### config.mk
export PLATFORM = sky130hd
export DESIGN_NAME = neighbor_link_quality_table
export DESIGN_NICKNAME = d
export VERILOG_FILES = /design/src/hdl/nlqt_pkg.sv /design/src/hdl/nlqt_cell.sv /design/src/hdl/nlqt_smooth.sv /design/src/hdl/neighbor_link_quality_table.sv
export SDC_FILE = /design/constraint.sdc
export NUM_CORES = 1
export LEC_CHECK = 0
export BUFFER_PORTS_ARGS = -buffer_cell sky130_fd_sc_hd__buf_2
export CAP_MARGIN = 20
export CORE_MARGIN = 4
export CORE_UTILIZATION = 65
export DETAILED_ROUTE_END_ITERATION = 10
export PLACE_DENSITY = 0.82
export SETUP_SLACK_MARGIN = 0.02
export SYNTH_ARGS = -nofsm -noshare
export SYNTH_HDL_FRONTEND = slang
export SYNTH_SLANG_ARGS = --single-unit
### constraint.sdc
create_clock -name clk -period 13.8 [get_ports clk]
set_input_delay 0.69 -clock clk [delete_from_list [all_inputs] [get_ports clk]]
set_output_delay 0.69 -clock clk [all_outputs]
set_load 0.01 [all_outputs]
### src/hdl/nlqt_pkg.sv
package nlqt_pkg;

  // table geometry
  localparam int NLQT_ENTRIES = 10;

  // field widths
  localparam int ADDR_W  = 16;
  localparam int RAW_W   = 5;
  localparam int LQI_W   = 8;
  localparam int RSSI_W  = 8;
  localparam int SCALE_W = 3;
  localparam int ENTRY_W = 4;

  // configuration port
  localparam int CFG_IDX_W  = 1;
  localparam int CFG_DATA_W = 8;
  localparam logic [CFG_IDX_W-1:0] REG_RSSI_OFFSET = 1'd0;
  localparam logic [CFG_IDX_W-1:0] REG_RSSI_SCALE  = 1'd1;

  localparam logic signed [RSSI_W-1:0] RSSI_OFFSET_RST = -8'sd94;
  localparam logic [SCALE_W-1:0]       RSSI_SCALE_RST  = 3'd3;

  // smoothing: (8*old + 2*new)/10 == (4*old + new)/5
  localparam int SUM_W    = 11;
  localparam int RECIP_SH = 14;
  localparam int RECIP    = ((1 << RECIP_SH) + 4) / 5;
  localparam int PROD_W   = 23;

  // search token handed from cell to cell
  typedef struct packed {
    logic                     valid;
    logic                     done;
    logic                     was_new;
    logic signed [RSSI_W-1:0] old_rssi;
    logic [LQI_W-1:0]         old_lqi;
  } tok_t;

endpackage

### src/hdl/nlqt_cell.sv
module nlqt_cell
  import nlqt_pkg::*;
#(
  parameter int IDX_W    = 4,
  parameter int CELL_IDX = 0
) (
  input  logic                     clk,
  input  logic                     rst_n,
  input  tok_t                     tok_i,
  input  logic [IDX_W-1:0]         idx_i,
  input  logic [ADDR_W-1:0]        req_addr,
  input  logic                     wr_en,
  input  logic [ADDR_W-1:0]        wr_addr,
  input  logic signed [RSSI_W-1:0] wr_rssi,
  input  logic [LQI_W-1:0]         wr_lqi,
  output tok_t                     tok_o,
  output logic [IDX_W-1:0]         idx_o
);

  logic [ADDR_W-1:0]        addr_r;
  logic signed [RSSI_W-1:0] rssi_r;
  logic [LQI_W-1:0]         lqi_r;
  logic                     filled_r;
  tok_t                     tok_r, tok_nxt;
  logic [IDX_W-1:0]         idx_r, idx_nxt;

  // claim the request on a filled match, or on the first empty slot
  always_comb begin
    tok_nxt = tok_i;
    idx_nxt = idx_i;
    if (tok_i.valid && !tok_i.done) begin
      if (filled_r && (addr_r == req_addr)) begin
        tok_nxt.done     = 1'b1;
        tok_nxt.was_new  = 1'b0;
        tok_nxt.old_rssi = rssi_r;
        tok_nxt.old_lqi  = lqi_r;
        idx_nxt          = IDX_W'(CELL_IDX);
      end else if (!filled_r) begin
        tok_nxt.done    = 1'b1;
        tok_nxt.was_new = 1'b1;
        idx_nxt         = IDX_W'(CELL_IDX);
      end
    end
  end

  always_ff @(posedge clk) begin
    if (!rst_n) begin
      filled_r <= 1'b0;
      tok_r    <= '0;
    end else begin
      tok_r <= tok_nxt;
      if (wr_en) begin
        filled_r <= 1'b1;
      end
    end
  end

  always_ff @(posedge clk) begin
    idx_r <= idx_nxt;
    if (wr_en) begin
      addr_r <= wr_addr;
      rssi_r <= wr_rssi;
      lqi_r  <= wr_lqi;
    end
  end

  assign tok_o = tok_r;
  assign idx_o = idx_r;

endmodule

### src/hdl/nlqt_smooth.sv
module nlqt_smooth
  import nlqt_pkg::*;
(
  input  logic                     clk,
  input  logic                     rst_n,
  input  logic                     in_valid,
  input  logic signed [RSSI_W-1:0] old_rssi,
  input  logic signed [RSSI_W-1:0] new_rssi,
  input  logic [LQI_W-1:0]         old_lqi,
  input  logic [LQI_W-1:0]         new_lqi,
  output logic                     out_valid,
  output logic signed [RSSI_W-1:0] rssi,
  output logic [LQI_W-1:0]         lqi
);

  logic signed [SUM_W-1:0]  rsum;
  logic [SUM_W-1:0]         rmag;
  logic [SUM_W-1:0]         lsum;
  logic [PROD_W-1:0]        rprod_r, lprod_r;
  logic                     neg_r, v1_r, v2_r;
  logic [RSSI_W-1:0]        rq;
  logic signed [RSSI_W-1:0] rssi_r;
  logic [LQI_W-1:0]         lqi_r;

  // stage 1: 4*old + new, magnitude, times reciprocal of five
  always_comb begin
    rsum = {{(SUM_W-RSSI_W-2){old_rssi[RSSI_W-1]}}, old_rssi, 2'b00}
         + {{(SUM_W-RSSI_W){new_rssi[RSSI_W-1]}}, new_rssi};
    rmag = rsum[SUM_W-1] ? SUM_W'(-rsum) : SUM_W'(rsum);
    lsum = {{(SUM_W-LQI_W-2){1'b0}}, old_lqi, 2'b00}
         + {{(SUM_W-LQI_W){1'b0}}, new_lqi};
  end

  // both stages hold their value until the next request
  always_ff @(posedge clk) begin
    if (in_valid) begin
      rprod_r <= PROD_W'(rmag) * PROD_W'(RECIP);
      lprod_r <= PROD_W'(lsum) * PROD_W'(RECIP);
      neg_r   <= rsum[SUM_W-1];
    end
  end

  // stage 2: shift down, restore sign (truncation toward zero)
  assign rq = rprod_r[RECIP_SH +: RSSI_W];

  always_ff @(posedge clk) begin
    if (v1_r) begin
      rssi_r <= neg_r ? $signed(-rq) : $signed(rq);
      lqi_r  <= lprod_r[RECIP_SH +: LQI_W];
    end
  end

  always_ff @(posedge clk) begin
    if (!rst_n) begin
      v1_r <= 1'b0;
      v2_r <= 1'b0;
    end else begin
      v1_r <= in_valid;
      v2_r <= v1_r;
    end
  end

  assign out_valid = v2_r;
  assign rssi      = rssi_r;
  assign lqi       = lqi_r;

endmodule

### src/hdl/neighbor_link_quality_table.sv
// Neighbor link-quality table. Each request on in_ carries one received frame
// (sender short address, raw RSSI, LQI); the raw RSSI is turned into dBm as
// rssi_offset + rssi_scale*raw, saturated to a signed byte. The request then
// walks a row of TABLE_ENTRIES cells, one cell per cycle: a filled cell with
// the same address takes it and the stored RSSI/LQI are smoothed as
// (8*old + 2*new)/10, truncating toward zero; otherwise the first empty cell
// takes it as a new neighbor; if neither happens the table is full, nothing
// is stored and table_full is reported. One result per request. A request
// passes from acceptance through launch_r, the walk through the cell row,
// the two-stage divide-by-five unit and the ST_CALC and ST_DONE states to a
// result in the output register; in_tready comes back in the cycle after
// that result is loaded, even while it still waits on out_tready, so a new
// request is taken only once the last one's result is loaded. Writes on
// cfg_ are taken at any time and should only be made while no request is
// in flight.
module neighbor_link_quality_table
  import nlqt_pkg::*;
#(
  parameter int TABLE_ENTRIES = NLQT_ENTRIES
) (
  input  logic                  clk,
  input  logic                  rst_n,
  // input requests
  input  logic                  in_tvalid,
  output logic                  in_tready,
  input  logic [31:0]           in_tdata,   // source_address[15:0], raw_rssi[20:16],
                                            // link_quality[28:21], zero[31:29]
  // results
  output logic                  out_tvalid,
  input  logic                  out_tready,
  output logic [23:0]           out_tdata,  // entry_index[3:0], smoothed_rssi[11:4],
                                            // smoothed_lqi[19:12], zero[23:20]
  output logic [1:0]            out_tuser,  // was_new[0], table_full[1]
  // configuration writes
  input  logic                  cfg_valid,
  output logic                  cfg_ready,
  input  logic [CFG_IDX_W-1:0]  cfg_index,
  input  logic [CFG_DATA_W-1:0] cfg_data
);

  localparam int IDX_W = $clog2(TABLE_ENTRIES);

  typedef enum logic [3:0] {
    ST_IDLE   = 4'b0001,
    ST_SEARCH = 4'b0010,
    ST_CALC   = 4'b0100,
    ST_DONE   = 4'b1000
  } state_t;

  state_t state_r, state_nxt;

  // configuration registers
  logic signed [RSSI_W-1:0] rssi_offset_r;
  logic [SCALE_W-1:0]       rssi_scale_r;

  // request registers, broadcast to every cell during the walk
  logic [ADDR_W-1:0]        req_addr_r;
  logic signed [RSSI_W-1:0] req_rssi_r;
  logic [LQI_W-1:0]         req_lqi_r;
  logic                     launch_r;

  // what came out of the end of the row
  logic                     tail_done_r;
  logic                     tail_new_r;
  logic [IDX_W-1:0]         tail_idx_r;

  // output register
  logic                     out_valid_r;
  logic [ENTRY_W-1:0]       out_idx_r;
  logic                     out_new_r;
  logic                     out_full_r;
  logic signed [RSSI_W-1:0] out_rssi_r;
  logic [LQI_W-1:0]         out_lqi_r;

  logic                     in_acc;
  logic                     load;
  logic [ADDR_W-1:0]        in_addr;
  logic [RAW_W-1:0]         in_raw;
  logic [LQI_W-1:0]         in_lqi;
  logic [RSSI_W-1:0]        conv_prod;
  logic signed [RSSI_W+1:0] conv_sum;
  logic signed [RSSI_W-1:0] conv_rssi;

  tok_t                     tok_w [TABLE_ENTRIES+1];
  logic [IDX_W-1:0]         idx_w [TABLE_ENTRIES+1];
  logic [TABLE_ENTRIES-1:0] cell_wr;
  logic                     wr_en;
  logic signed [RSSI_W-1:0] wr_rssi;
  logic [LQI_W-1:0]         wr_lqi;

  logic                     sm_in_valid;
  logic                     sm_valid;
  logic signed [RSSI_W-1:0] sm_rssi;
  logic [LQI_W-1:0]         sm_lqi;

  assign in_addr = in_tdata[15:0];
  assign in_raw  = in_tdata[20:16];
  assign in_lqi  = in_tdata[28:21];

  assign in_tready = (state_r == ST_IDLE);
  assign in_acc    = in_tvalid && in_tready;
  assign cfg_ready = 1'b1;

  // dBm conversion, saturated at the top (offset is never below -128)
  always_comb begin
    conv_prod = RSSI_W'(rssi_scale_r) * RSSI_W'(in_raw);
    conv_sum  = {{2{rssi_offset_r[RSSI_W-1]}}, rssi_offset_r}
              + $signed({2'b00, conv_prod});
    if (conv_sum > (RSSI_W+2)'(127)) begin
      conv_rssi = 8'sd127;
    end else begin
      conv_rssi = conv_sum[RSSI_W-1:0];
    end
  end

  // configuration
  always_ff @(posedge clk) begin
    if (!rst_n) begin
      rssi_offset_r <= RSSI_OFFSET_RST;
      rssi_scale_r  <= RSSI_SCALE_RST;
    end else if (cfg_valid && cfg_ready) begin
      case (cfg_index)
        REG_RSSI_OFFSET: rssi_offset_r <= cfg_data[RSSI_W-1:0];
        REG_RSSI_SCALE:  rssi_scale_r  <= cfg_data[SCALE_W-1:0];
        default: ;
      endcase
    end
  end

  // request capture
  always_ff @(posedge clk) begin
    if (in_acc) begin
      req_addr_r <= in_addr;
      req_rssi_r <= conv_rssi;
      req_lqi_r  <= in_lqi;
    end
  end

  // token enters cell 0 the cycle after acceptance
  always_comb begin
    tok_w[0]       = '0;
    tok_w[0].valid = launch_r;
    idx_w[0]       = '0;
  end

  // the row of cells
  for (genvar g = 0; g < TABLE_ENTRIES; g++) begin : g_cell
    assign cell_wr[g] = wr_en && (tail_idx_r == IDX_W'(g));

    nlqt_cell #(
      .IDX_W    (IDX_W),
      .CELL_IDX (g)
    ) u_cell (
      .clk      (clk),
      .rst_n    (rst_n),
      .tok_i    (tok_w[g]),
      .idx_i    (idx_w[g]),
      .req_addr (req_addr_r),
      .wr_en    (cell_wr[g]),
      .wr_addr  (req_addr_r),
      .wr_rssi  (wr_rssi),
      .wr_lqi   (wr_lqi),
      .tok_o    (tok_w[g+1]),
      .idx_o    (idx_w[g+1])
    );
  end

  // smoothing runs on every request, used only on a hit
  assign sm_in_valid = (state_r == ST_SEARCH) && tok_w[TABLE_ENTRIES].valid;

  nlqt_smooth u_smooth (
    .clk       (clk),
    .rst_n     (rst_n),
    .in_valid  (sm_in_valid),
    .old_rssi  (tok_w[TABLE_ENTRIES].old_rssi),
    .new_rssi  (req_rssi_r),
    .old_lqi   (tok_w[TABLE_ENTRIES].old_lqi),
    .new_lqi   (req_lqi_r),
    .out_valid (sm_valid),
    .rssi      (sm_rssi),
    .lqi       (sm_lqi)
  );

  always_ff @(posedge clk) begin
    if (sm_in_valid) begin
      tail_done_r <= tok_w[TABLE_ENTRIES].done;
      tail_new_r  <= tok_w[TABLE_ENTRIES].was_new;
      tail_idx_r  <= idx_w[TABLE_ENTRIES];
    end
  end

  // result is committed and the table written in the same cycle
  assign load    = (state_r == ST_DONE) && (!out_valid_r || out_tready);
  assign wr_en   = load && tail_done_r;
  assign wr_rssi = tail_new_r ? req_rssi_r : sm_rssi;
  assign wr_lqi  = tail_new_r ? req_lqi_r : sm_lqi;

  always_comb begin
    state_nxt = state_r;
    case (state_r)
      ST_IDLE:   if (in_acc) state_nxt = ST_SEARCH;
      ST_SEARCH: if (tok_w[TABLE_ENTRIES].valid) state_nxt = ST_CALC;
      ST_CALC:   if (sm_valid) state_nxt = ST_DONE;
      ST_DONE:   if (load) state_nxt = ST_IDLE;
      default:   state_nxt = ST_IDLE;
    endcase
  end

  always_ff @(posedge clk) begin
    if (!rst_n) begin
      state_r     <= ST_IDLE;
      launch_r    <= 1'b0;
      out_valid_r <= 1'b0;
    end else begin
      state_r  <= state_nxt;
      launch_r <= in_acc;
      if (load) begin
        out_valid_r <= 1'b1;
      end else if (out_tready) begin
        out_valid_r <= 1'b0;
      end
    end
  end

  // output payload; a dropped request reports zeros and table_full
  always_ff @(posedge clk) begin
    if (load) begin
      if (tail_done_r) begin
        out_idx_r  <= ENTRY_W'(tail_idx_r);
        out_new_r  <= tail_new_r;
        out_full_r <= 1'b0;
        out_rssi_r <= wr_rssi;
        out_lqi_r  <= wr_lqi;
      end else begin
        out_idx_r  <= '0;
        out_new_r  <= 1'b0;
        out_full_r <= 1'b1;
        out_rssi_r <= '0;
        out_lqi_r  <= '0;
      end
    end
  end

  assign out_tvalid = out_valid_r;
  assign out_tdata  = {4'b0000, out_lqi_r, out_rssi_r, out_idx_r};
  assign out_tuser  = {out_full_r, out_new_r};

endmodule

# ---- Word level (Yosys, flattened, before mapping)
# Index checks and enable logic that the tools add are counted.
# Widths: inputs -> output; s select.
dict set report totals {
  in_bits 46
  register_bits 696
  latchBits 0
  ram_bits 0
  mem_count 0
  rom_bits 0
  wordCells 292
}
dict set report classes {
  magnitude_cmp 1
  n_shift 0
  muxes 76
  add_sub_neg 5
  n_eq_ne 27
  n_reduce_logical 53
  n_mul 3
  bitwise 4
  div 0
}
# op count
set op_table {}
lappend op_table {{$mux 18} 9}
lappend op_table {{$eq 16x16->1} 10}
lappend op_table {{$mux 16} 9}
lappend op_table {{$mux 4} 28}
lappend op_table {{$mul 11x12->22 const B} 2}
lappend op_table {{$mux 2} 20}
lappend op_table {{$logic_and 1x1->1} 33}
lappend op_table {{$mux 8} 3}
lappend op_table {{$add 10x8->11} 2}
lappend op_table {{$eq 4x3->1 const B} 5}
lappend op_table {{$pmux 4 s4} 1}
lappend op_table {{$eq 4x2->1 const B} 3}
lappend op_table {{$eq 4x4->1 const B} 3}
lappend op_table {{$mux 11} 1}
lappend op_table {{$neg 11->11} 1}
lappend op_table {{$add 8x9->10} 1}
lappend op_table {{$gt 10x8->1 const B} 1}
lappend op_table {{$logic_not 1->1} 10}
lappend op_table {{$eq 4x1->1 const B} 2}
lappend op_table {{$mul 3x5->8} 1}
lappend op_table {{$neg 8->8} 1}
lappend op_table {{$ne 2x1->1 const B} 3}
lappend op_table {{$reduce_and 2->1} 3}
lappend op_table {{$mux 1} 5}
lappend op_table {{other kinds (9)} 12}

# ---- Longest topological paths before layout
dict set report logic_depth {
  ltp_word 5
  mapped_depth 25
}

# ---- Modules after synthesis
# From an unflattened synthesis, not the netlist that was laid out.
dict set report unflattened {
  cells_unflattened 2329
  hier_area_um2 29896.2
}
# mod instances area_per_inst_um2 cells_each
set by_module_without_submodules {}
lappend by_module_without_submodules {nlqt_cell 10 2028.2 146}
lappend by_module_without_submodules {nlqt_smooth 1 5843.1 552}
lappend by_module_without_submodules {neighbor_link_quality_table 1 3771.1 317}

# ---- Worst setup path after synthesis
# OpenSTA, ideal clock, no wires.
dict set report synth_timing {
  path_kind {register to register}
  from {register req_rssi_r[2]}
  to {register u_smooth.rprod_r[21] (data pin)}
  required_time_ns 13.532
  synth_period_minus_slack_ns 6.280
  setup_ns 0.268
  n_path_buf 0
  setup_slack_ns 7.520
  arrival_time_ns 6.012
  stages_incl_launch_ff 25
  cell_sequence {edfxtp_1 -> ha_1 -> fa_1 -> a21oi_1 -> o22ai_1 -> o21ai_0 -> a31oi_1 -> inv_2 -> nand2_1 -> xnor2_1 -> ha_1 -> fa_1 -> inv_1 -> fa_1 -> fa_1 -> inv_1 -> fa_1 -> ha_1 -> nand4_1 -> nor4_1 -> o221ai_1 -> o21ai_2 -> a31o_1 -> o41a_1 -> xnor3_1}
}
dict set report synth_between {
  elab_chain_len 4
}
# item line
set synth_lines {}
lappend synth_lines {{start: declaration} neighbor_link_quality_table.sv:58} ;# logic signed [RSSI_W-1:0] req_rssi_r;
lappend synth_lines {{start signal: assignment} neighbor_link_quality_table.sv:134} ;# req_rssi_r <= conv_rssi;
lappend synth_lines {{$add 10x8->11 *} nlqt_smooth.sv:28} ;# + {{(SUM_W-RSSI_W){new_rssi[RSSI_W-1]}}, new_rssi};
lappend synth_lines {{net u_smooth.rsum[10]} nlqt_smooth.sv:16} ;# logic signed [SUM_W-1:0] rsum;
lappend synth_lines {{$neg 11->11} nlqt_smooth.sv:29} ;# rmag = rsum[SUM_W-1] ? SUM_W'(-rsum) : SUM_W'(rsum);
lappend synth_lines {{$mux 11 *} nlqt_smooth.sv:29}
lappend synth_lines {{$mul 11x12->22 *} nlqt_smooth.sv:37} ;# rprod_r <= PROD_W'(rmag) * PROD_W'(RECIP);
lappend synth_lines {{end signal: assignment} nlqt_smooth.sv:37}
lappend synth_lines {{end: declaration} nlqt_smooth.sv:19} ;# logic [PROD_W-1:0] rprod_r, lprod_r;
# The timed path passes the listed nets; every way through them passes the cells marked *.
# A chain may end at the register's enable or synchronous reset.

# ---- Worst setup path in the final report
# Same ends and word-level chain as after synthesis.

==> results_dict.tcl <==
set metrics [dict create \
    outcome "completed" \
    clock_latency_ns 0.63 \
    fill_cells 2697 \
    p_clk_frac 0.271 \
    busiest_layer "met2" \
    synthAdderAreaFrac 0.1144 \
    cts.path.max_buffers 3 \
    finalNetCount 2519 \
    drc 0 \
    synth_ff_type "edfxtp_1" \
    first_global_vias 16820 \
    critPathRequiredTime_ns 14.16 \
    synth_xor_area_frac 0.06477 \
    setup_violations 0 \
    ys_seq_elements 657 \
    cap_violations 0 \
    antenna_found_initial 0 \
    swShare 0.3294 \
    ant_nets 0 \
    rsz0062_at_grt "no" \
    start_kind "register" \
    die_w_um 219.3 \
    grt_use_met1 0.3354 \
    cp-end-kind "register" \
    ys_seq_area_frac 0.5957 \
    dr.pass1.iters 5 \
    grt_use_total 0.2408 \
    synth_area_per_cell_um2 13.51 \
    fin_crit_sh 0.5369 \
    grt_pass1_wl_um 90310 \
    cts_tree "done" \
    route.final.wire_length_um 57190 \
    synthArstFlopShare 0 \
    io_pins 75 \
    stdcell_count 2892 \
    reg2reg_from "req_rssi_r[2]" \
    synth_compound_area_frac 0.03851 \
    critPathMaxFanout 7 \
    p_leak_nw 13.15 \
    drt_iter0_markers 1255 \
    maxSlewViolCount 0 \
    layout-drive-gt1-share 0.1000 \
    critPathKind "reg -> reg" \
    areaGrowthSynthToFinish_pct 11.16 \
    worstHoldStart "in_tdata[11]" \
    setup-tns-final_ns 0 \
    place_hpwl_um 37200 \
    r2r_slack_ns 6.39 \
    coreArea_mm2 0.04422 \
    root_buffer "clkbuf_16" \
    grt_max_degree 128 \
    p_int_mw 4.084 \
    max_freq_ghz 0.1350 \
    grtUsageMet3 0.04099 \
    whs_path_depth 1 \
    muxShareOfSynthArea 0.05700 \
    ctsHoldBuffers 0 \
    min_path_type "in -> reg" \
    synth_top_family_by_area "adder cells" \
    place_congestion 0.8947 \
    clkTransAtPathRegs_ns 0.06 \
    p_sw_mw 2.006 \
    routed_via_density 5.622 \
    vias 16260 \
    synth-edff-count 413 \
    portBuffers 66 \
    cp.arrival_ns 7.77 \
    clkSinkCount 657 \
    reg2reg_depth 24 \
    use_met2 0.3942 \
    power_density_mw_per_mm2 188.8 \
    cts_setup_buffers 0 \
    synthCells 2148 \
    ys.warnings.count 0 \
    die_area_mm2 0.04809 \
    rows 77 \
    wl_per_cell_um 19.77 \
    ir_drop_uv 398.6 \
    share_comb_of_total_power 0.367 \
    grt_overflow 0 \
    htreeDepth 2 \
    die_h_um 219.3 \
    cts-resized-gates 0 \
    diodes 0 \
    r2r-end "u_smooth.rprod_r[21]" \
    tightestPinTransition_ns 1.148 \
    seqPwrFrac 0.361 \
    start_util 0.6562 \
    finalHoldViolCount 0 \
    max_slew_margin 0.2325 \
    netlist_area_mm2 0.02902 \
    dp_cells 2771 \
    ys_types 73 \
    holdPathEnd "req_addr_r[11]" \
    cts_made_buffers 60 \
    min_period_ns 7.409 \
    skew_ns 0.03294 \
    synthSimpleGateAreaFrac 0.1002 \
]
critical path, cell delays in order (launching register included):
cell	delay, ns
edfxtp_1	0.43
ha_1	0.26
fa_1	0.43
a21oi_1	0.20
o22ai_1	0.21
o21ai_0	0.21
a31oi_1	0.25
inv_2	0.17
nand2_1	0.08
xnor2_1	0.56
ha_1	0.39
fa_1	0.59
inv_1	0.08
fa_1	0.44
fa_1	0.49
inv_1	0.05
fa_1	0.43
ha_1	0.33
nand4_1	0.15
nor4_1	0.33
o221ai_1	0.19
o21ai_2	0.28
a31o_1	0.21
o41a_1	0.15
xnor3_1	0.23
layout by cell type, fill, tap and decap left out, drive strengths merged, types with 10 or more instances in the layout:
cell	Yosys	layout
a21boi	13	13
a21o	11	11
a21oi	43	43
and2	64	64
buf	33	98
clkbuf	29	88
clkinv	0	15
dfxtp	244	244
edfxtp	413	413
fa	69	69
ha	155	155
inv	147	151
mux2	16	16
mux2i	146	146
nand2	79	79
nand2b	24	24
nand3	26	26
nand4	15	15
nor2	59	59
nor2b	174	174
nor3	13	13
nor4	31	31
o21a	21	21
o21ai	22	22
o31ai	10	10
xnor2	113	113
xor2	99	99
how the worst max path moves through the flow:
stage                             start                   end  slack (ns)  depth (start not counted)
after floorplan           req_rssi_r[2]  u_smooth.rprod_r[21]        7.52                         24
after global placement    req_rssi_r[2]  u_smooth.rprod_r[21]        6.57                         24
after detailed placement  req_rssi_r[2]  u_smooth.rprod_r[21]        6.51                         24
after CTS                 req_rssi_r[2]  u_smooth.rprod_r[21]        6.42                         24
after global routing      req_rssi_r[2]  u_smooth.rprod_r[21]        5.90                         24
final                     req_rssi_r[2]  u_smooth.rprod_r[21]        6.39                         24
cell usage after synthesis, drive strengths merged, types with 10 or more instances:
cell type,n,area [µm²]
o21ai,22,113.9
nor4,31,209.0
mux2i,146,1474
and2,64,402.9
ha,155,1939
dfxtp,244,4885
a21boi,13,97.59
nand3,26,130.1
buf,33,181.4
xnor2,113,989.7
nand2,79,296.5
o21a,21,157.7
nor3,13,65.06
o31ai,10,75.07
nor2,59,221.5
edfxtp,413,12400
clkbuf,29,110.1
nand2b,24,150.1
inv,147,551.8
mux2,16,180.2
a21oi,43,215.2
nand4,15,93.84
a21o,11,83.83
fa,69,1381
xor2,99,867.1
nor2b,174,1089
cell families (layout without fill, tap and decap cells):
| group | after synthesis | count (layout) |
|---|---|---|
| buffers and inverters | 209 | 358 |
| flip-flops | 657 | 657 |
| AND/OR/NAND/NOR | 516 | 516 |
| XOR/XNOR | 213 | 213 |
| AO/OA/AOI/OAI | 165 | 165 |
| adder cells (fa/ha/maj) | 224 | 224 |
| multiplexers | 162 | 162 |
| other | 2 | 5 |
layout make-up:
type / instances / area, µm² / share of cell area
flip-flops and latches: 657 / 17290 / 0.5360
multi-input cells: 1285 / 10980 / 0.3406
clock buffers: 88 / 1709 / 0.05299
well taps: 592 / 740.7 / 0.02297
repair buffers: 98 / 718.2 / 0.02227
inverters: 147 / 551.8 / 0.01711
clock inverters: 25 / 262.8 / 0.008146
flip-flops by register name (all words and copies together) (netlist names), 10 cells and up:
name,count
g_cell.u_cell.tok_o,190
g_cell.u_cell.addr_r,160
g_cell.u_cell.lqi_r,80
g_cell.u_cell.rssi_r,80
g_cell.u_cell.idx_o,25
req_addr_r,16
g_cell.u_cell.filled_r,10
metal layers:
metal,up-vias,share of wire
li1,7674,-
met1,8076,0.44
met2,411,0.48
met3,97,0.051
met4,0,0.025
met5,-,0
power groups by stage:
stage | clock [mW] | sequential (mW) | combinational (mW)
after floorplan | 0 | 2.24 | 1.67
after global placement | 0 | 2.24 | 2.19
after detailed placement | 0 | 2.24 | 2.23
after CTS | 1.68 | 2.20 | 2.26
after global routing | 1.76 | 2.20 | 2.56
final | 1.65 | 2.20 | 2.24
through the flow:
step	utilization	setup slack (ns)	area (µm²)	hold slack, ns	total power [mW]
floorplan	-	7.520	29030	0.3855	3.907
global placement	0.6801	6.568	30080	0.3899	4.434
detailed placement	0.6801	6.509	30080	0.3912	4.474
CTS	0.7247	6.422	32050	0.1899	6.135
global route	0.7294	5.902	32250	0.1951	6.527
finish	0.7294	6.391	32250	0.2333	6.090
Note: power is estimated with default switching activity, not from simulation.
